===== src/rtl/core/dsf_pkg.sv =====
// dsf_pkg: shared types and framing constants for the dle/stx framer
// no dependencies
`timescale 1ns / 1ps

package dsf_pkg;

    localparam logic [7:0] DLE = 8'h10;
    localparam logic [7:0] STX = 8'h02;
    localparam logic [7:0] ETX = 8'h03;

    localparam logic [15:0] CRC_POLY = 16'h1021;

    // one classified request, passed from the front end to the back end
    typedef struct packed {
        logic [7:0]  data;
        logic        open;
        logic        last;
        logic [15:0] crc;
    } cmd_t;

endpackage


===== src/rtl/core/dsf_front.sv =====
// dsf_front: accepts payload bytes, tracks frame state and runs the crc
// depends on dsf_pkg
`timescale 1ns / 1ps

module dsf_front
(
    input  logic              clk,
    input  logic              rst_n,
    input  logic              accept,
    input  logic [7:0]        payload_byte,
    input  logic              last_byte,
    output dsf_pkg::cmd_t     cmd
);
    import dsf_pkg::*;

    logic        in_frame_reg;
    logic        in_frame_next;
    logic [15:0] crc_reg;
    logic [15:0] crc_next;
    logic [15:0] crc_base;
    logic [15:0] crc_new;

    function automatic logic [15:0] crc_byte(input logic [15:0] crc, input logic [7:0] b);
        logic [15:0] c;
        c = crc ^ {b, 8'h00};
        for (int k = 0; k < 8; k++)
        begin
            if (c[15])
                c = {c[14:0], 1'b0} ^ CRC_POLY;
            else
                c = {c[14:0], 1'b0};
        end
        return c;
    endfunction

    // a new frame restarts the crc from zero
    assign crc_base = in_frame_reg ? crc_reg : 16'h0000;
    assign crc_new  = crc_byte(crc_base, payload_byte);

    assign cmd.data = payload_byte;
    assign cmd.open = ~in_frame_reg;
    assign cmd.last = last_byte;
    assign cmd.crc  = crc_new;

    always_comb
    begin
        in_frame_next = in_frame_reg;
        crc_next      = crc_reg;
        if (accept)
        begin
            in_frame_next = ~last_byte;
            crc_next      = last_byte ? 16'h0000 : crc_new;
        end
    end

    always_ff @(posedge clk or negedge rst_n)
    begin
        if (!rst_n)
        begin
            in_frame_reg <= 1'b0;
            crc_reg      <= 16'h0000;
        end
        else
        begin
            in_frame_reg <= in_frame_next;
            crc_reg      <= crc_next;
        end
    end

endmodule


===== src/rtl/core/dsf_queue.sv =====
// dsf_queue: short register queue of classified requests between front and back
// depends on dsf_pkg
`timescale 1ns / 1ps

module dsf_queue
#(
    parameter int DEPTH = 2
)
(
    input  logic              clk,
    input  logic              rst_n,
    input  logic              wr_en,
    input  dsf_pkg::cmd_t     wr_cmd,
    output logic              full,
    input  logic              rd_en,
    output dsf_pkg::cmd_t     rd_cmd,
    output logic              empty
);
    import dsf_pkg::*;

    localparam int PtrW = $clog2(DEPTH);
    localparam int CntW = $clog2(DEPTH + 1);

    cmd_t            entry_reg [DEPTH];
    logic [PtrW-1:0] wr_ptr_reg;
    logic [PtrW-1:0] wr_ptr_next;
    logic [PtrW-1:0] rd_ptr_reg;
    logic [PtrW-1:0] rd_ptr_next;
    logic [CntW-1:0] count_reg;
    logic [CntW-1:0] count_next;

    assign full   = (count_reg == CntW'(DEPTH));
    assign empty  = (count_reg == '0);
    assign rd_cmd = entry_reg[rd_ptr_reg];

    always_comb
    begin
        wr_ptr_next = wr_ptr_reg;
        rd_ptr_next = rd_ptr_reg;
        count_next  = count_reg;
        if (wr_en)
            wr_ptr_next = (wr_ptr_reg == PtrW'(DEPTH - 1)) ? '0 : wr_ptr_reg + 1'b1;
        if (rd_en)
            rd_ptr_next = (rd_ptr_reg == PtrW'(DEPTH - 1)) ? '0 : rd_ptr_reg + 1'b1;
        if (wr_en && !rd_en)
            count_next = count_reg + 1'b1;
        else if (rd_en && !wr_en)
            count_next = count_reg - 1'b1;
    end

    always_ff @(posedge clk or negedge rst_n)
    begin
        if (!rst_n)
        begin
            wr_ptr_reg <= '0;
            rd_ptr_reg <= '0;
            count_reg  <= '0;
        end
        else
        begin
            wr_ptr_reg <= wr_ptr_next;
            rd_ptr_reg <= rd_ptr_next;
            count_reg  <= count_next;
        end
    end

    always_ff @(posedge clk)
    begin
        if (wr_en)
            entry_reg[wr_ptr_reg] <= wr_cmd;
    end

endmodule


===== src/rtl/core/dsf_back.sv =====
// dsf_back: steps through the bytes of each queued request into the output register
// depends on dsf_pkg
`timescale 1ns / 1ps

module dsf_back
(
    input  logic              clk,
    input  logic              rst_n,
    input  logic              q_empty,
    input  dsf_pkg::cmd_t     q_cmd,
    output logic              q_pop,
    input  logic              pop,
    output logic              empty,
    output logic [7:0]        out_byte,
    output logic              last_of_run,
    output logic              frame_end
);
    import dsf_pkg::*;

    // byte sequence codes, in emission order
    localparam logic [2:0] S_DLE_OPEN  = 3'd0;
    localparam logic [2:0] S_STX       = 3'd1;
    localparam logic [2:0] S_PAYLOAD   = 3'd2;
    localparam logic [2:0] S_DLE_CLOSE = 3'd3;
    localparam logic [2:0] S_ETX       = 3'd4;
    localparam logic [2:0] S_CRC_HI    = 3'd5;
    localparam logic [2:0] S_CRC_LO    = 3'd6;

    logic       mid_reg;
    logic       mid_next;
    logic [2:0] step_reg;
    logic [2:0] step_next;
    logic [2:0] step_cur;
    logic       final_step;
    logic       slot_free;
    logic       emit;
    logic [7:0] byte_sel;

    logic       out_valid_reg;
    logic       out_valid_next;
    logic [7:0] out_byte_reg;
    logic       out_last_reg;
    logic       out_fend_reg;

    assign step_cur   = mid_reg ? step_reg : (q_cmd.open ? S_DLE_OPEN : S_PAYLOAD);
    assign final_step = q_cmd.last ? (step_cur == S_CRC_LO) : (step_cur == S_PAYLOAD);
    assign slot_free  = ~out_valid_reg | pop;
    assign emit       = ~q_empty & slot_free;
    assign q_pop      = emit & final_step;

    always_comb
    begin
        unique case (step_cur)
            S_DLE_OPEN:  byte_sel = DLE;
            S_STX:       byte_sel = STX;
            S_PAYLOAD:   byte_sel = q_cmd.data;
            S_DLE_CLOSE: byte_sel = DLE;
            S_ETX:       byte_sel = ETX;
            S_CRC_HI:    byte_sel = q_cmd.crc[15:8];
            S_CRC_LO:    byte_sel = q_cmd.crc[7:0];
            default:     byte_sel = DLE;
        endcase
    end

    always_comb
    begin
        mid_next  = mid_reg;
        step_next = step_reg;
        if (emit)
        begin
            mid_next  = ~final_step;
            step_next = step_cur + 3'd1;
        end
    end

    always_comb
    begin
        out_valid_next = out_valid_reg;
        if (slot_free)
            out_valid_next = emit;
    end

    always_ff @(posedge clk or negedge rst_n)
    begin
        if (!rst_n)
        begin
            mid_reg       <= 1'b0;
            step_reg      <= S_DLE_OPEN;
            out_valid_reg <= 1'b0;
        end
        else
        begin
            mid_reg       <= mid_next;
            step_reg      <= step_next;
            out_valid_reg <= out_valid_next;
        end
    end

    always_ff @(posedge clk)
    begin
        if (emit)
        begin
            out_byte_reg <= byte_sel;
            out_last_reg <= final_step;
            out_fend_reg <= (step_cur == S_CRC_LO);
        end
    end

    assign empty       = ~out_valid_reg;
    assign out_byte    = out_byte_reg;
    assign last_of_run = out_last_reg;
    assign frame_end   = out_fend_reg;

endmodule


===== src/rtl/core/dle_stx_framer_crc16.sv =====
// dle_stx_framer_crc16: dle/stx/etx framer with crc-16 (poly 0x1021, init 0)
// depends on dsf_pkg, dsf_front, dsf_queue, dsf_back
`timescale 1ns / 1ps

// input side is a queue write port: a payload byte with its last flag is taken
// on a clock edge with push high and full low. output side is a queue read
// port: while empty is low the oldest framed byte is on out_byte, last_of_run
// and frame_end, and pop high on that edge consumes it.
// each payload byte gives one to seven framed bytes: dle stx before the first
// byte of a frame, the byte itself, and dle etx crc_hi crc_lo after a byte
// flagged last. the crc covers payload bytes only.
// a taken byte is written into the request queue, then its first framed
// byte into the output register. the output advances one framed byte per
// cycle while the receiver keeps popping, so mid-frame one payload byte is
// taken per cycle; the byte sequencer in the back end sets the rate: a
// request that opens or closes a frame holds it until all its bytes are out.
// the request queue (QUEUE_DEPTH entries) raises full while the back end is
// busy or the receiver stalls; nothing is lost or dropped.
// reset clears the queue, the output register and the frame state: the next
// byte opens a new frame.

module dle_stx_framer_crc16
#(
    parameter int QUEUE_DEPTH = 2
)
(
    input  logic       clk,
    input  logic       rst_n,
    input  logic       push,
    output logic       full,
    input  logic [7:0] payload_byte,
    input  logic       last_byte,
    output logic       empty,
    input  logic       pop,
    output logic [7:0] out_byte,
    output logic       last_of_run,
    output logic       frame_end
);
    import dsf_pkg::*;

    cmd_t front_cmd;
    cmd_t q_cmd;
    logic accept;
    logic q_empty;
    logic q_pop;

    assign accept = push & ~full;

    dsf_front u_front
    (
        .clk          (clk),
        .rst_n        (rst_n),
        .accept       (accept),
        .payload_byte (payload_byte),
        .last_byte    (last_byte),
        .cmd          (front_cmd)
    );

    dsf_queue #(.DEPTH(QUEUE_DEPTH)) u_queue
    (
        .clk    (clk),
        .rst_n  (rst_n),
        .wr_en  (accept),
        .wr_cmd (front_cmd),
        .full   (full),
        .rd_en  (q_pop),
        .rd_cmd (q_cmd),
        .empty  (q_empty)
    );

    dsf_back u_back
    (
        .clk         (clk),
        .rst_n       (rst_n),
        .q_empty     (q_empty),
        .q_cmd       (q_cmd),
        .q_pop       (q_pop),
        .pop         (pop),
        .empty       (empty),
        .out_byte    (out_byte),
        .last_of_run (last_of_run),
        .frame_end   (frame_end)
    );

endmodule

===== config.mk =====
export PLATFORM = sky130hd
export DESIGN_NAME = dle_stx_framer_crc16
export DESIGN_NICKNAME = d
export VERILOG_FILES = /design/src/rtl/core/dsf_pkg.sv /design/src/rtl/core/dsf_front.sv /design/src/rtl/core/dsf_queue.sv /design/src/rtl/core/dsf_back.sv /design/src/rtl/core/dle_stx_framer_crc16.sv
export SDC_FILE = /design/constraint.sdc
export NUM_CORES = 1
export LEC_CHECK = 0
export ABC_AREA = 1
export BUFFER_PORTS_ARGS = -buffer_cell sky130_fd_sc_hd__buf_4
export CAP_MARGIN = 20
export CORE_UTILIZATION = 50
export DETAILED_ROUTE_END_ITERATION = 8
export MAX_ROUTING_LAYER = met4
export PLACE_DENSITY = 0.65
export REMOVE_ABC_BUFFERS = 1
export SLEW_MARGIN = 20
export SYNTH_ARGS = -nofsm -noshare
export SYNTH_HDL_FRONTEND = slang
export SYNTH_SLANG_ARGS = --single-unit

===== constraint.sdc =====
create_clock -name clk -period 5.3 [get_ports clk]
set_input_delay 0.265 -clock clk [delete_from_list [all_inputs] [get_ports clk]]
set_output_delay 0.265 -clock clk [all_outputs]
set_load 0.005 [all_outputs]

Word-level counts from Yosys, hierarchy flattened
Memory sizes are Yosys's and may differ from the RTL's.
Cells that the tools add are included.
{"block": "totals", "latch_bits": 0, "out_inout_bits": 12, "wordCells": 68, "romBits": 0, "mem_bits_rw": 52, "in_bits": 13, "memories": 1, "regBits": 36}
{"name": "u_queue.entry_reg", "words": 2, "width": 26, "rd": 1, "rd_ports_with_merged_regs": 0, "wr": 1, "line": "dsf_queue.sv:24", "text": "cmd_t entry_reg [DEPTH];"}
{"block": "classes", "n_eq_ne": 6, "reduce_logical": 6, "multipliers": 0, "n_lt_le_gt_ge": 0, "n_addsub": 5, "div_mod_pow": 0, "n_bitwise": 19, "shifts": 0, "mux": 20}
{"op": "2-to-1 mux 13 bit", "n": 8}
{"op": "one-hot mux 8 bit (5 select lines)", "n": 1}
{"op": "2-to-1 mux 16 bit", "n": 2}
{"op": "NOT 3 bit", "n": 8}
{"op": "bitwise XOR 16 bit", "n": 1}
{"op": "== test 3 bit, second input constant", "n": 3}
{"op": "2-to-1 mux 2 bit", "n": 3}
{"op": "NOT 1 bit", "n": 6}
{"op": "2-to-1 mux 1 bit", "n": 5}
{"op": "adder 3 x 1 -> 3 bit, second input constant", "n": 1}
{"op": "AND 1 bit", "n": 3}
{"op": "== test 3 x 1 -> 1 bit, second input constant", "n": 1}
{"op": "== test 3 x 2 -> 1 bit, second input constant", "n": 1}
{"op": "2-to-1 mux 3 bit", "n": 1}
{"op": "adder 1 bit, second input constant", "n": 2}
{"op": "adder 2 x 1 -> 2 bit, second input constant", "n": 1}
{"op": "== test 2 bit, second input constant", "n": 1}
{"op": "logical AND 1 bit", "n": 2}
{"op": "zero test 1 bit", "n": 2}
{"op": "zero test 2 bit", "n": 1}
{"op": "nonzero test 2 bit", "n": 1}
{"op": "subtractor 2 x 1 -> 2 bit, second input constant", "n": 1}
{"op": "bitwise OR 1 bit", "n": 1}

Longest topological paths before layout
Gate-level depths: netlist of the first run.
{"block": "depth", "depth_word": 19, "mapped_depth": 15, "depth_no_buf": 14}

Modules after synthesis
A second synthesis of the first run with hierarchy kept.
{"block": "hier_totals", "cells_unflattened": 419, "hier_area_um2": 4511.8}
{"module": "dsf_queue", "area_per_inst_um2": 2183.3, "seq_area_each_um2": 1661.6, "cells_each": 106, "n_inst": 1}
{"module": "dsf_front", "area_per_inst_um2": 1368.8, "seq_area_each_um2": 425.4, "cells_each": 196, "n_inst": 1}
{"module": "dsf_back", "area_per_inst_um2": 949.7, "seq_area_each_um2": 425.4, "cells_each": 115, "n_inst": 1}
{"module": "dle_stx_framer_crc16", "area_per_inst_um2": 10.0, "seq_area_each_um2": 0.0, "cells_each": 2, "n_inst": 1}

Worst setup path before layout of the first run
OpenSTA, ideal clock, no wires.
{"block": "synth_timing", "kind": "register to register", "start": "reg u_queue.count_reg[1]", "end": "mem u_queue.entry_reg[0][0] (netlist bit) (enable)", "setup_time_ps": 409, "synth_period_minus_slack_ps": 2385, "t_required_ps": 4891, "slack_ps": 2915, "path_buffers": 2, "arrival_ps": 1976, "path_stages_with_launch": 6, "cell_sequence": "dfrtp_1 -> inv_1 -> o21ai_1 -> buf_2 -> buf_4 -> nor2_1"}
{"block": "synth_between", "elab_chain_len": 5}
{"item": "start, declared", "line": "dsf_queue.sv:29", "text": "logic [CntW-1:0] count_reg;"}
{"item": "start signal, assigned", "line": "dsf_queue.sv:63", "text": "count_reg <= count_next;"}
{"item": "== test 2 bit", "line": "dsf_queue.sv:32", "text": "assign full = (count_reg == CntW'(DEPTH));"}
{"item": "NOT 1 bit", "line": "dle_stx_framer_crc16.sv:47", "text": "assign accept = push & ~full;"}
{"item": "AND 1 bit", "line": "dle_stx_framer_crc16.sv:47"}
{"item": "2-to-1 mux 1 bit", "line": "dsf_queue.sv:69", "text": "if (wr_en)"}
{"item": "2-to-1 mux 1 bit (implied by the code)", "line": "dsf_queue.sv:70", "text": "entry_reg[wr_ptr_reg] <= wr_cmd;"}
{"item": "end, declared", "line": "dsf_queue.sv:24"}
No other way between the ends.

Worst setup path in the final report of the first run
{"block": "layout_timing", "start": "reg u_queue.rd_ptr_reg", "end": "reg u_queue.count_reg[1]"}
{"block": "layout_between", "elab_chain_len": 9}
{"item": "start, declared", "line": "dsf_queue.sv:27", "text": "logic [PtrW-1:0] rd_ptr_reg;"}
{"item": "start signal, assigned", "line": "dsf_queue.sv:62", "text": "rd_ptr_reg <= rd_ptr_next;"}
{"item": "memory read (2 x 26 bit) (*)"}
{"item": "2-to-1 mux 2 bit", "line": "dsf_back.sv:45", "text": "assign step_cur = mid_reg ? step_reg : (q_cmd.open ? S_DLE_OPEN : S_PAYLOAD);"}
{"item": "2-to-1 mux 3 bit", "line": "dsf_back.sv:45"}
{"item": "== test 3 x 2 -> 1 bit / == test 3 bit (equally long branches)", "line": "dsf_back.sv:46", "text": "assign final_step = q_cmd.last ? (step_cur == S_CRC_LO) : (step_cur == S_PAYLOAD);"}
{"item": "2-to-1 mux 1 bit (*)", "line": "dsf_back.sv:46"}
{"item": "via u_back.final_step", "line": "dsf_back.sv:34", "text": "logic final_step;"}
{"item": "AND 1 bit (*)", "line": "dsf_back.sv:49", "text": "assign q_pop = emit & final_step;"}
{"item": "zero test 1 bit", "line": "dsf_queue.sv:45", "text": "if (wr_en && !rd_en)"}
{"item": "logical AND 1 bit", "line": "dsf_queue.sv:45"}
{"item": "2-to-1 mux 2 bit / nonzero test 2 bit (equally long branches)"}
The timed path passes the listed nets; every way through them passes the cells marked *.
A chain may end at the register's enable or synchronous reset.

==> summary.md, run 1 <==
| Metric | Value |
|---|---|
| Status | `complete, no violations` |
| # DRC | `0` |
| Vias/cell | `between 4 and 5` |
| Flip-flop count of the largest register after layout | `52` |
| Worst min-delay path class | `in2reg` |
| Leak pwr | `approximately 2.2 nW` |
| CP Capture Type | `register` |
| Max Transition Viols Final | `0` |
| Tmin final | `roughly 2.6 ns` |
| Layout cells sized above 1 | `0.182` |
| Yosys cell types | `29` |
| Post-CTS Repair Setup Buffers | `0` |
| FP Rows | `33` |
| Core ar. | `8220 µm²` |
| RSZ-0062 raised after global routing | `no` |
| Placed insts | `567` |
| Fmax | `0.380 GHz` |
| Design area | `4710 µm²` |
| Required time worst endpoint | `5.54 ns` |
| Clk sink count | `88` |
| DR pass1 iterations | `4` |
| Largest net degree at the start of global routing | `28` |
| Final WL | `7.68 mm` |
| Grt total ovfl | `0` |
| Worst-path clk slew | `about 0.090 ns` |
| Cell with the most instances after synthesis | `nand2_1` |
| Die width | `94.1 µm` |
| Period utilization | `0.497` |
| Mapped Area | `between 4000 and 5000 µm²` |
| Post-DP Area | `between 4000 and 5000 µm²` |
| Fillers | `about 700` |
| Top FF cell, synth | `edfxtp_1` |
| Hold Buf Count CTS | `1` |
| Crit start category | `register` |
| Die area | `8860 µm²` |
| Skew final | `between 0.01 and 0.015 ns` |
| PwrDens | `573 nW/µm²` |
| N_diodes | `0` |
| First-pass GRT wire length | `13.1 mm` |
| Slew margin rel. | `0.346` |
| Number of global-route vias before repair | `2,694` |
| CTS Buf Count | `9` |
| Slowest-stage cell, CP | `dfrtp_1` |
| Nets | `between 400 and 500` |
| Final hold violations | `0` |
| TNS Setup | `0 ns` |
| CTS tree | `done` |
| Vias | `2,852` |
| Sequential share of the synthesized area | `0.592` |
| Warnings from Yosys | `0` |
| Reg area | `2510 µm²` |
| Crit path max fanout | `27` |
| Synth top area share | `0.439` |
| DR iter-0 viols | `179` |
| ANT nets after route | `0` |
| Area Growth Syn to Fin | `11.0%` |
| HPWL after DPL | `about 5.4 mm` |
| Initial antenna violation count | `0` |
| Clock Latency Late Sink | `approximately 0.35 ns` |
| IO Port Bufs | `24` |
| Crit-path most repeated cell | `nand2_2` |
| MaxCap Viol Count | `0` |
| Post-synthesis async set-or-reset flop share | `0.295` |
| EDFF count, synth | `62` |
| Total GRT Usage | `0.205` |
| Post-Synthesis Cells | `roughly 450` |
| Starting density of the core | `0.516` |
| Commonest cells in the synthesized netlist | `nand2_1, edfxtp_1, inv_1` |
| Non-Filler Instances | `between 500 and 600` |
| Post-cts resize count | `0` |
| Deepest clock path buffer count | `2` |
| Worst slack at placement | `2.68 ns` |
| Worst slew pin tran | `just under 1 ns` |
| Synth area leader | `edfxtp_1` |
| I/O pin count | `25` |
| Die Ht | `94.1 µm` |
| Arr. time, crit path | `between 2 and 3 ns` |
| Largest stage delay on the critical path | `0.33 ns` |
| # H-tree levels | `3` |
| Final WS setup | `2.67 ns` |
| GPL Wtd Cong | `0.828` |
| Avg Cell Area, Syn | `about 9.5 µm²` |
| Crit-path cells | `buf_4, inv_4, nand2_2, nand2_2, a21oi_4, ha_1, inv_1, nor2_4, nand2_1, o21ai_2, nand2_2, ha_1, a21oi_1, o21ai_0, xor2_1` |
| WS Path Type | `reg2reg` |
| #FFs+latches synth | `88` |
| Max IR drop VDD | `about 0.21 mV` |
| WL per Instance | `13.1 µm` |
| Multi-input logic area | `~1500 µm²` |
| Root cell of the clock tree | `clkbuf_8` |
| Final setup fails | `0` |
| Synth area leaders | `edfxtp_1, nand2_1, dfrtp_1` |
==> kinds of logic (layout without fill, tap and decap cells) <==
| family | Yosys count | in the layout | synth area share |
|---|---|---|---|
| compound gates | 24 | 24 | 0.0372 |
| flops | 88 | 88 | 0.592 |
| xor+xnor | 6 | 6 | 0.0124 |
| buf+inv | 59 | 93 | 0.0634 |
| simple gates | 262 | 262 | 0.277 |
| fa+ha+maj | 6 | 6 | 0.0177 |
==> report_power, final <==
group,internal (mW),switching (mW),total [mW]
sequential,1.06,0.136,1.20
combinational,0.368,0.672,1.04
clock,0.219,0.241,0.460
==> cell type report <==
type,instances,share of cell area
Timing Repair Buffer,29,0.0468
Tap cell,105,0.0279
Inverter,48,0.0388
Clock buffer,9,0.0263
Clock inverter,7,0.0152
Sequential cell,88,0.534
Multi-Input combinational cell,298,0.311
==> worst max-delay path, delay by kind of cell (launching register included) <==
family,cells,cell delay [ns]
compound gates,4,0.48
xor+xnor,1,0.15
buf+inv,3,0.53
simple gates,5,0.47
flops,1,0.33
fa+ha+maj,2,0.54
==> per-stage QoR <==
stage | util | hold slack (ns) | total power, mW
final | 0.573 | 0.113 | 2.70
after global routing | 0.573 | 0.0944 | 2.93
after CTS | 0.573 | 0.104 | 2.72
after detailed placement | 0.548 | 0.203 | 2.26
after global placement | 0.548 | 0.208 | 2.23
after floorplan | - | -0.0306 | 1.93
==> cell usage in the layout, fill, tap and decap left out, types with 9 or more instances in the layout <==
| cell | synthesis | routed |
|---|---|---|
| edfxtp_1 | 62 | 62 |
| nand3_1 | 31 | 31 |
| buf_4 | 4 | 28 |
| clkbuf_8 | 0 | 9 |
| inv_1 | 39 | 39 |
| nand2_2 | 17 | 17 |
| nand2_1 | 187 | 187 |
| dfrtp_1 | 26 | 26 |
==> routing by layer <==
metal	routed length, µm	global-route usage
met4	74	0.0615
met5	0	-
met1	3630	0.271
met3	258	0.0461
met2	3720	0.317
==> path summary, 6_finish.rpt <==
check / slack, ns / cells past startpoint / end / startpoint
max: 2.67 / 15 / u_queue.count_reg[1]$_DFFE_PN0P_ / u_queue.rd_ptr_reg$_DFFE_PN0P_
min: 0.11 / 1 / u_queue.entry_reg[0][20]$_DFFE_PP_ / payload_byte[2]
max reg2reg: 2.67 / 15 / u_queue.count_reg[1]$_DFFE_PN0P_ / u_queue.rd_ptr_reg$_DFFE_PN0P_
min reg2reg: 0.49 / 2 / u_front.crc_reg[6]$_DFFE_PN0P_ / u_front.crc_reg[6]$_DFFE_PN0P_
max in group asynchronous: 4.67 / 2 / u_front.crc_reg[10]$_DFFE_PN0P_ / rst_n
min in group asynchronous: 0.35 / 2 / u_back.out_valid_reg$_DFFE_PN0N_ / rst_n
No activity file was read; power rests on OpenSTA's default activity.
==> run 2, diff against run 1 <==
--- a/config.mk
+++ b/config.mk
@@ -5,7 +5,7 @@
 export SDC_FILE = /design/constraint.sdc
 export NUM_CORES = 1
 export LEC_CHECK = 0
-export ABC_AREA = 1
+export ABC_AREA = 0
 export BUFFER_PORTS_ARGS = -buffer_cell sky130_fd_sc_hd__buf_4
 export CAP_MARGIN = 20
 export CORE_UTILIZATION = 50
==> constraint.sdc (replaced) <==
create_clock -name clk -period 2.6 [get_ports clk]
set_input_delay 0.13 -clock clk [delete_from_list [all_inputs] [get_ports clk]]
set_output_delay 0.13 -clock clk [all_outputs]
set_load 0.005 [all_outputs]
==> run 2 against run 1 <==
Largest cell class unchanged. Critical path type unchanged. Setup slack got worse by 2.4 ns. Hold slack lost 0.091 ns. Non-clock buffer count increased by 13. Flip-flop and latch count did not move. Total power is 110% higher. Cell area is 2.8% lower. Via count decreased by 17%.
==> summary.md, run 2 <==
| Metric | Value |
|---|---|
| Flip-flop count of the largest register after layout | `52 (unchanged)` |
| Most common cell after layout, fill and taps aside | `edfxtp_1 (was nand2_1)` |
| Required time worst endpoint | `2.70 ns (was 5.54 ns)` |
| GPL Wtd Cong | `0.754 (was 0.828)` |
| Clk sink count | `88 (unchanged)` |
| Final setup fails | `0 (unchanged)` |
| PwrDens | `1240 nW/µm² (was 573 nW/µm²)` |
| N_diodes | `0 (unchanged)` |
| Worst-path clk slew | `0.09 ns (about the same)` |
| Total GRT Usage | `0.204 (was 0.205)` |
| ANT nets after route | `0 (unchanged)` |
| Most frequent cells in the layout | `edfxtp_1, nand2_1, buf_4 (was nand2_1, edfxtp_1, inv_1)` |
| Avg Cell Area, Syn | `13.7 µm² (was 9.53 µm²)` |
| Sequential share of the synthesized area | `0.626 (was 0.592)` |
| R2R depth | `9 (was 15)` |
| CTS tree | `done (unchanged)` |
| TNS Setup | `0 ns (unchanged)` |
| Die Ht | `91.6 µm (was 94.1 µm)` |
| Met2 Resource Use GR | `0.306 (was 0.317)` |
| #FFs+latches synth | `88 (unchanged)` |
| Multi-input logic area | `1370 µm² (was 1470 µm²)` |
| IO Port Bufs | `24 (unchanged)` |
| Max Transition Viols Final | `0 (unchanged)` |
| Final WL | `7.50 mm (was 7.68 mm)` |
| HPWL after DPL | `5.17 mm (was 5.37 mm)` |
| Crit path max fanout | `14 (was 27)` |
| Status | `complete, no violations (unchanged)` |
| Root cell of the clock tree | `clkbuf_8 (unchanged)` |
| Period utilization | `0.897 (was 0.497)` |
| Worst min-delay path class | `in2reg (unchanged)` |
| Slowest-stage cell, CP | `ha_1 (was dfrtp_1)` |
| Core ar. | `7730 µm² (was 8220 µm²)` |
| Cell with the most instances after synthesis | `edfxtp_1 (was nand2_1)` |
| DR pass1 iterations | `4 (unchanged)` |
| Reg area | `2510 µm² (unchanged)` |
| CP Capture Type | `register (unchanged)` |
| CTS Buf Count | `9 (unchanged)` |
| EDFF count, synth | `62 (unchanged)` |
| Clock Latency Late Sink | `0.35 ns (about the same)` |
| Max IR drop VDD | `0.607 mV (was 0.209 mV)` |
| Crit start category | `register (unchanged)` |
| Layout cells sized above 1 | `0.205 (was 0.182)` |
| Grt total ovfl | `0 (unchanged)` |
| Deepest clock path buffer count | `2 (unchanged)` |
| Initial antenna violation count | `0 (unchanged)` |
| Post-CTS Repair Setup Buffers | `0 (unchanged)` |
| Post-Synthesis Cells | `292 (was 445)` |
| Largest net degree at the start of global routing | `28 (unchanged)` |
| Yosys cell types | `48 (was 29)` |
| Fmax | `0.429 GHz (was 0.380 GHz)` |
| Largest stage delay on the critical path | `0.36 ns (was 0.33 ns)` |
| Register-to-register setup slack | `0.27 ns (was 2.67 ns)` |
| Synth area leaders | `edfxtp_1, dfrtp_1, nand2_1 (was edfxtp_1, nand2_1, dfrtp_1)` |
| Nets | `350 (was 493)` |
| Die area | `8390 µm² (was 8860 µm²)` |
| WL per Instance | `17.1 µm (was 13.1 µm)` |
| Top FF cell, synth | `edfxtp_1 (unchanged)` |
| Vias/cell | `5.41 (was 4.88)` |
| I/O pin count | `25 (unchanged)` |
| First-pass GRT wire length | `12.3 mm (was 13.1 mm)` |
| Worst setup path end | `u_back.out_byte[1]$_DFFE_PP_ (was u_queue.count_reg[1]$_DFFE_PN0P_)` |
| Post-synthesis async set-or-reset flop share | `0.295 (unchanged)` |
| # DRC | `0 (unchanged)` |
| CP Launch Point | `u_queue.entry_reg[0][17]$_DFFE_PP_ (was u_queue.rd_ptr_reg$_DFFE_PN0P_)` |
| Commonest cells in the synthesized netlist | `edfxtp_1, nand2_1, dfrtp_1 (was nand2_1, edfxtp_1, inv_1)` |
| GRT met3 Usage | `0.0293 (was 0.0461)` |
| Tmin final | `2.33 ns (was 2.63 ns)` |
| Warnings from Yosys | `0 (unchanged)` |
| Starting density of the core | `0.519 (was 0.516)` |
| DR iter-0 viols | `163 (was 179)` |
| Leak pwr | `1.81 nW (was 2.20 nW)` |
| Worst slew pin tran | `0.453 ns (was 0.981 ns)` |
| FP Rows | `32 (was 33)` |
| WS Path Type | `reg2reg (unchanged)` |
| Worst r2r dst | `u_back.out_byte[1]$_DFFE_PP_ (was u_queue.count_reg[1]$_DFFE_PN0P_)` |
| Skew final | `0.0107 ns (was 0.0127 ns)` |
| Gr busiest metal | `met2 (unchanged)` |
| Worst r2r src | `u_queue.entry_reg[0][17]$_DFFE_PP_ (was u_queue.rd_ptr_reg$_DFFE_PN0P_)` |
| MaxCap Viol Count | `0 (unchanged)` |
| Vias | `2,368 (was 2,852)` |
| Arr. time, crit path | `2.43 ns (was 2.87 ns)` |
| Synth top area share | `0.464 (was 0.439)` |
| Die width | `91.6 µm (was 94.1 µm)` |
| Area Growth Syn to Fin | `14.0% (was 11.0%)` |
| RSZ-0062 raised after global routing | `no (unchanged)` |
| Synth area leader | `edfxtp_1 (unchanged)` |
| Number of global-route vias before repair | `2,368 (was 2,694)` |
| Met1 Track Usage GR | `0.285 (was 0.271)` |
| Worst hold slack | `0.0228 ns (was 0.113 ns)` |
| Slew margin rel. | `0.698 (was 0.346)` |
| # H-tree levels | `3 (unchanged)` |
| Fillers | `614 (was 717)` |
| Crit-path cells | `nor2b_1, a211oi_1, a21o_2, inv_1, ha_1, buf_4, a211oi_2, buf_4, nor3_1 (was buf_4, inv_4, nand2_2, nand2_2, a21oi_4, ha_1, inv_1, nor2_4, nand2_1, o21ai_2, nand2_2, ha_1, a21oi_1, o21ai_0, xor2_1)` |
| Mapped Area | `4010 µm² (was 4240 µm²)` |
| Crit-path most repeated cell | `buf_4 (was nand2_2)` |
| Final hold violations | `0 (unchanged)` |
-- run 2: logic make-up after synthesis --
family | after synthesis | share of synthesized area
buffers and inverters | 28 | 0.0343
DFF | 88 | 0.626
and+or+nand+nor | 71 | 0.0773
muxes | 15 | 0.0552
AOI/OAI and AO/OA | 51 | 0.0939
xor gates and xnor gates | 33 | 0.0945
adders and majority gates | 6 | 0.0187
-- run 2: power breakdown --
group	total, mW	leakage [nW]	switching, mW	internal, mW
registers	2.44	0.903	0.234	2.21
clock network	0.904	0.0897	0.457	0.447
logic	2.33	0.813	1.29	1.04
total	5.68	1.81	1.98	3.70
-- run 2: layer usage --
| metal | vias to the layer above | part of all wire |
|---|---|---|
| li1 | 1133 | - |
| met1 | 1179 | 0.48 |
| met2 | 44 | 0.48 |
| met3 | 12 | 0.032 |
| met4 | 0 | 0.012 |
| met5 | - | 0 |
-- run 2: layout make-up --
cell class	count	area share
Sequential cell	88	0.549
Inverter	14	0.0115
Clock inverter	3	0.00930
Tap cell	102	0.0279
Clock buffer	13	0.0304
Timing Repair Buffer	42	0.0728
Multi-Input combinational cell	176	0.299
-- run 2: worst min path at each step --
stage / start / to / slack (ns) / depth (start not counted)
6_report: payload_byte[7] / u_queue.entry_reg[1][25]$_DFFE_PP_ / 0.02 / 1
5_1_grt: payload_byte[6] / u_queue.entry_reg[1][24]$_DFFE_PP_ / 0.02 / 1
4_1_cts: payload_byte[6] / u_queue.entry_reg[1][24]$_DFFE_PP_ / 0.01 / 1
3_5_place_dp: rst_n / u_back.out_valid_reg$_DFFE_PN0N_ / 0.07 / 1
3_3_place_gp: rst_n / u_back.out_valid_reg$_DFFE_PN0N_ / 0.07 / 1
2_1_floorplan: rst_n / u_back.mid_reg$_DFFE_PN0P_ / -0.17 / 0
-- run 2: through the flow --
step           power (mW)   util  instance area, µm²  instances  worst slack (ns)
6_report             5.68  0.592                4570        438             0.269
5_1_grt              6.06  0.592                4570        438            0.0821
4_1_cts              5.72  0.592                4570        438             0.137
3_5_place_dp         4.80  0.559                4320        415             0.137
3_3_place_gp         4.75  0.559                4320        415             0.247
2_1_floorplan        4.00      -                3930        278           -0.0514
-- run 2: worst max-delay path: cells and delay by family, from the launching register on --
| family | cells | cell delay [ns] |
|---|---|---|
| adder cells (fa/ha/maj) | 1 | 0.36 |
| flip-flops | 1 | 0.35 |
| AND/OR/NAND/NOR | 2 | 0.20 |
| buffers and inverters | 3 | 0.49 |
| AO/OA/AOI/OAI | 3 | 0.69 |
-- run 2: repair_timing --
| item | 4_1_cts | 5_1_grt |
|---|---|---|
| setup endpoints to repair | 0 | 2 |
| gates resized for setup | 0 | 1 |
| hold endpoints to repair | 37 | 0 |
| hold buffers | 7 | 0 |
==> run 3, diff against run 2 <==
--- a/config.mk
+++ b/config.mk
@@ -8,6 +8,7 @@
 export ABC_AREA = 0
 export BUFFER_PORTS_ARGS = -buffer_cell sky130_fd_sc_hd__buf_4
 export CAP_MARGIN = 20
+export CORE_ASPECT_RATIO = 0.5
 export CORE_UTILIZATION = 50
 export DETAILED_ROUTE_END_ITERATION = 8
 export MAX_ROUTING_LAYER = met4
==> constraint.sdc (replaced) <==
create_clock -name clk -period 2.6 [get_ports clk]
set_input_delay 0.13 -clock clk [delete_from_list [all_inputs] [get_ports clk]]
set_output_delay 0.13 -clock clk [all_outputs]
set_load 0.01 [all_outputs]
==> run 3 against run 2 <==
Critical endpoint is now u_back.out_byte[2]$_DFFE_PP_. Via count decreased by 1.1%. Sequential power is essentially flat. Wire length increased by 6.8%. First-iteration DRC count increased by 28%. Highest routed layer unchanged. Setup slack worse by 0.046 ns. Combinational power rose by 3%.
==> summary.md, run 3 (synthesized netlist as in run 2, its figures left out) <==
| Metric | Value |
|---|---|
| Leak pwr | `1.86 nW (was 1.81 nW)` |
| N_diodes | `0 (unchanged)` |
| Area Growth Syn to Fin | `16.8% (was 14.0%)` |
| Combinational share of power | `0.384 (was 0.411)` |
| Metal-1 WL | `3.76 mm (was 3.58 mm)` |
| IO Port Bufs | `24 (unchanged)` |
| WL met3 | `658 µm (was 238 µm)` |
| Worst-path clk slew | `0.06 ns (was 0.09 ns)` |
| Int Pwr | `4.13 mW (was 3.70 mW)` |
| Number of global-route vias before repair | `2,361 (was 2,368)` |
| HPWL after DPL | `5.54 mm (was 5.17 mm)` |
| GPL Wtd Cong | `0.794 (was 0.754)` |
| Clk sink count | `88 (unchanged)` |
| Final hold violations | `0 (unchanged)` |
| RSZ-0062 raised after global routing | `no (unchanged)` |
| Switching pwr | `2.14 mW (was 1.98 mW)` |
| Sw Share | `0.341 (was 0.348)` |
| ANT nets after route | `0 (unchanged)` |
| Status | `complete, no violations (unchanged)` |
| Deepest clock path buffer count | `2 (unchanged)` |
| Max IR drop VDD | `0.601 mV (was 0.607 mV)` |
| Fmax | `0.421 GHz (was 0.429 GHz)` |
| Worst r2r dst | `u_back.out_byte[2]$_DFFE_PP_ (was u_back.out_byte[1]$_DFFE_PP_)` |
| I/O pin count | `25 (unchanged)` |
| Skew final | `0.00621 ns (was 0.0107 ns)` |
| Worst r2r src | `u_queue.rd_ptr_reg$_DFFE_PN0P_ (was u_queue.entry_reg[0][17]$_DFFE_PP_)` |
| Final total power | `6.26 mW (was 5.68 mW)` |
| FP Rows | `22 (was 32)` |
| First-pass GRT wire length | `12.7 mm (was 12.3 mm)` |
| Register-to-register setup slack | `0.22 ns (was 0.27 ns)` |
| DR pass1 iterations | `4 (unchanged)` |
| Met2 wire length | `3.55 mm (was 3.59 mm)` |
| WS Path Type | `reg2reg (unchanged)` |
| R2R depth | `8 (was 9)` |
| Crit start category | `register (unchanged)` |
| Post-cts resize count | `0 (unchanged)` |
| Initial antenna violation count | `0 (unchanged)` |
| Clock Latency Late Sink | `0.33 ns (was 0.35 ns)` |
| MaxCap Viol Count | `0 (unchanged)` |
| Core ar. | `7540 µm² (was 7730 µm²)` |
| Die width | `129 µm (was 91.6 µm)` |
| CP Launch Point | `u_queue.rd_ptr_reg$_DFFE_PN0P_ (was u_queue.entry_reg[0][17]$_DFFE_PP_)` |
| Most common cell after layout, fill and taps aside | `edfxtp_1 (unchanged)` |
| Worst slack at placement | `0.247 ns (was 0.137 ns)` |
| PwrDens | `1340 nW/µm² (was 1240 nW/µm²)` |
| Arr. time, crit path | `2.56 ns (was 2.43 ns)` |
| Post-CTS Repair Setup Buffers | `0 (unchanged)` |
| Flip-flop count of the largest register after layout | `52 (unchanged)` |
| Most frequent cells in the layout | `edfxtp_1, nand2_1, buf_4 (unchanged)` |
| Layout cells sized above 1 | `0.220 (was 0.205)` |
| Final WL | `8.01 mm (was 7.50 mm)` |
| Final setup fails | `0 (unchanged)` |
| Core Util, Final | `0.621 (was 0.592)` |
| Period utilization | `0.914 (was 0.897)` |
| Grt total ovfl | `0 (unchanged)` |
| Root cell of the clock tree | `clkbuf_16 (was clkbuf_8)` |
| Max Transition Viols Final | `0 (unchanged)` |
| Tmin final | `2.38 ns (was 2.33 ns)` |
| Starting density of the core | `0.532 (was 0.519)` |
| CP Capture Type | `register (unchanged)` |
| Vias/cell | `5.32 (was 5.41)` |
| Required time worst endpoint | `2.79 ns (was 2.70 ns)` |
| Worst slew pin tran | `0.607 ns (was 0.453 ns)` |
| Largest net degree at the start of global routing | `27 (was 28)` |
| Final WS setup | `0.223 ns (was 0.269 ns)` |
| Nets | `346 (was 350)` |
| Hold path startpoint | `payload_byte[3] (was payload_byte[7])` |
| Crit path max fanout | `16 (was 14)` |
| CTS Buf Count | `9 (unchanged)` |
| CTS tree | `done (unchanged)` |
| Hold Buf Count CTS | `3 (was 7)` |
| Sequential Power Share | `0.393 (was 0.430)` |
| Clock power frac | `0.222 (was 0.159)` |
| Die Ht | `65.3 µm (was 91.6 µm)` |
| TNS Setup | `0 ns (unchanged)` |
| # DRC | `0 (unchanged)` |
| WL per Instance | `18.2 µm (was 17.1 µm)` |
| Slew margin rel. | `0.596 (was 0.698)` |
| Worst min-delay path class | `in2reg (unchanged)` |
| Worst setup path end | `u_back.out_byte[2]$_DFFE_PP_ (was u_back.out_byte[1]$_DFFE_PP_)` |
| # H-tree levels | `3 (unchanged)` |
| DR iter-0 viols | `208 (was 163)` |
| Top Layer Used | `met4 (unchanged)` |
| Total GRT Usage | `0.223 (was 0.204)` |
| Die area | `8410 µm² (was 8390 µm²)` |
| Vias | `2,342 (was 2,368)` |
==> run 3: cell types whose count changed in the layout (fill, tap and decap cells not counted), moves of 4 or more <==
cell	previous run	this run
clkbuf_1	4	0
clkbuf_8	9	1
dlygate4sd3_1	7	3
clkbuf_16	0	9
==> run 3: layer usage <==
metal | vias to the layer above | GRT usage
met2 | 71 | 0.316
met1 | 1139 | 0.313
li1 | 1128 | -
met3 | 4 | 0.0513
met5 | - | -
met4 | 0 | 0.0853
==> run 3: worst min path at each step <==
stage	to	slack, ns	cells after the start
3_5_place_dp	u_front.crc_reg[10]$_DFFE_PN0P_	0.07	1
3_3_place_gp	u_front.crc_reg[6]$_DFFE_PN0P_	0.07	1
5_1_grt	u_queue.entry_reg[1][18]$_DFFE_PP_	0.001	1
6_report	u_queue.entry_reg[0][21]$_DFFE_PP_	0.01	1
4_1_cts	u_queue.entry_reg[0][21]$_DFFE_PP_	0.002	1
2_1_floorplan	u_back.mid_reg$_DFFE_PN0P_	-0.17	0
==> run 3: stage by stage <==
step                instances  area, µm²  hold WS [ns]
floorplan                 278       3930        -0.166
global placement          421       4330        0.0736
detailed placement        421       4330        0.0712
CTS                       440       4690       0.00201
global route              440       4690       0.00105
finish                    440       4690        0.0130
==> run 3: critical path, stage by stage (launching register included) <==
cell and delay, ns:
dfrtp_1 0.41, nor2b_1 0.12, a211oi_1 0.07, a21o_2 0.23, inv_1 0.09, ha_1 0.55, nand2_1 0.11, mux4_2 0.49
a21oi_1 0.15
==> run 3: layout make-up <==
type,instances,area [µm²]
Fill cell,591,2860
Sequential cell,88,2510
Multi-Input combinational cell,176,1370
Timing Repair Buffer,38,293
Clock buffer,10,239
Tap cell,108,135
Clock inverter,6,90.1
Inverter,14,52.6
==> run 3: power groups by stage <==
stage               Sequential, mW  Clock (mW)  Combinational, mW
CTS                           2.47        1.42               2.43
global route                  2.53        1.49               2.64
finish                        2.46        1.39               2.41
global placement              2.47           0               2.34
floorplan                     2.53           0               1.51
detailed placement            2.49           0               2.41
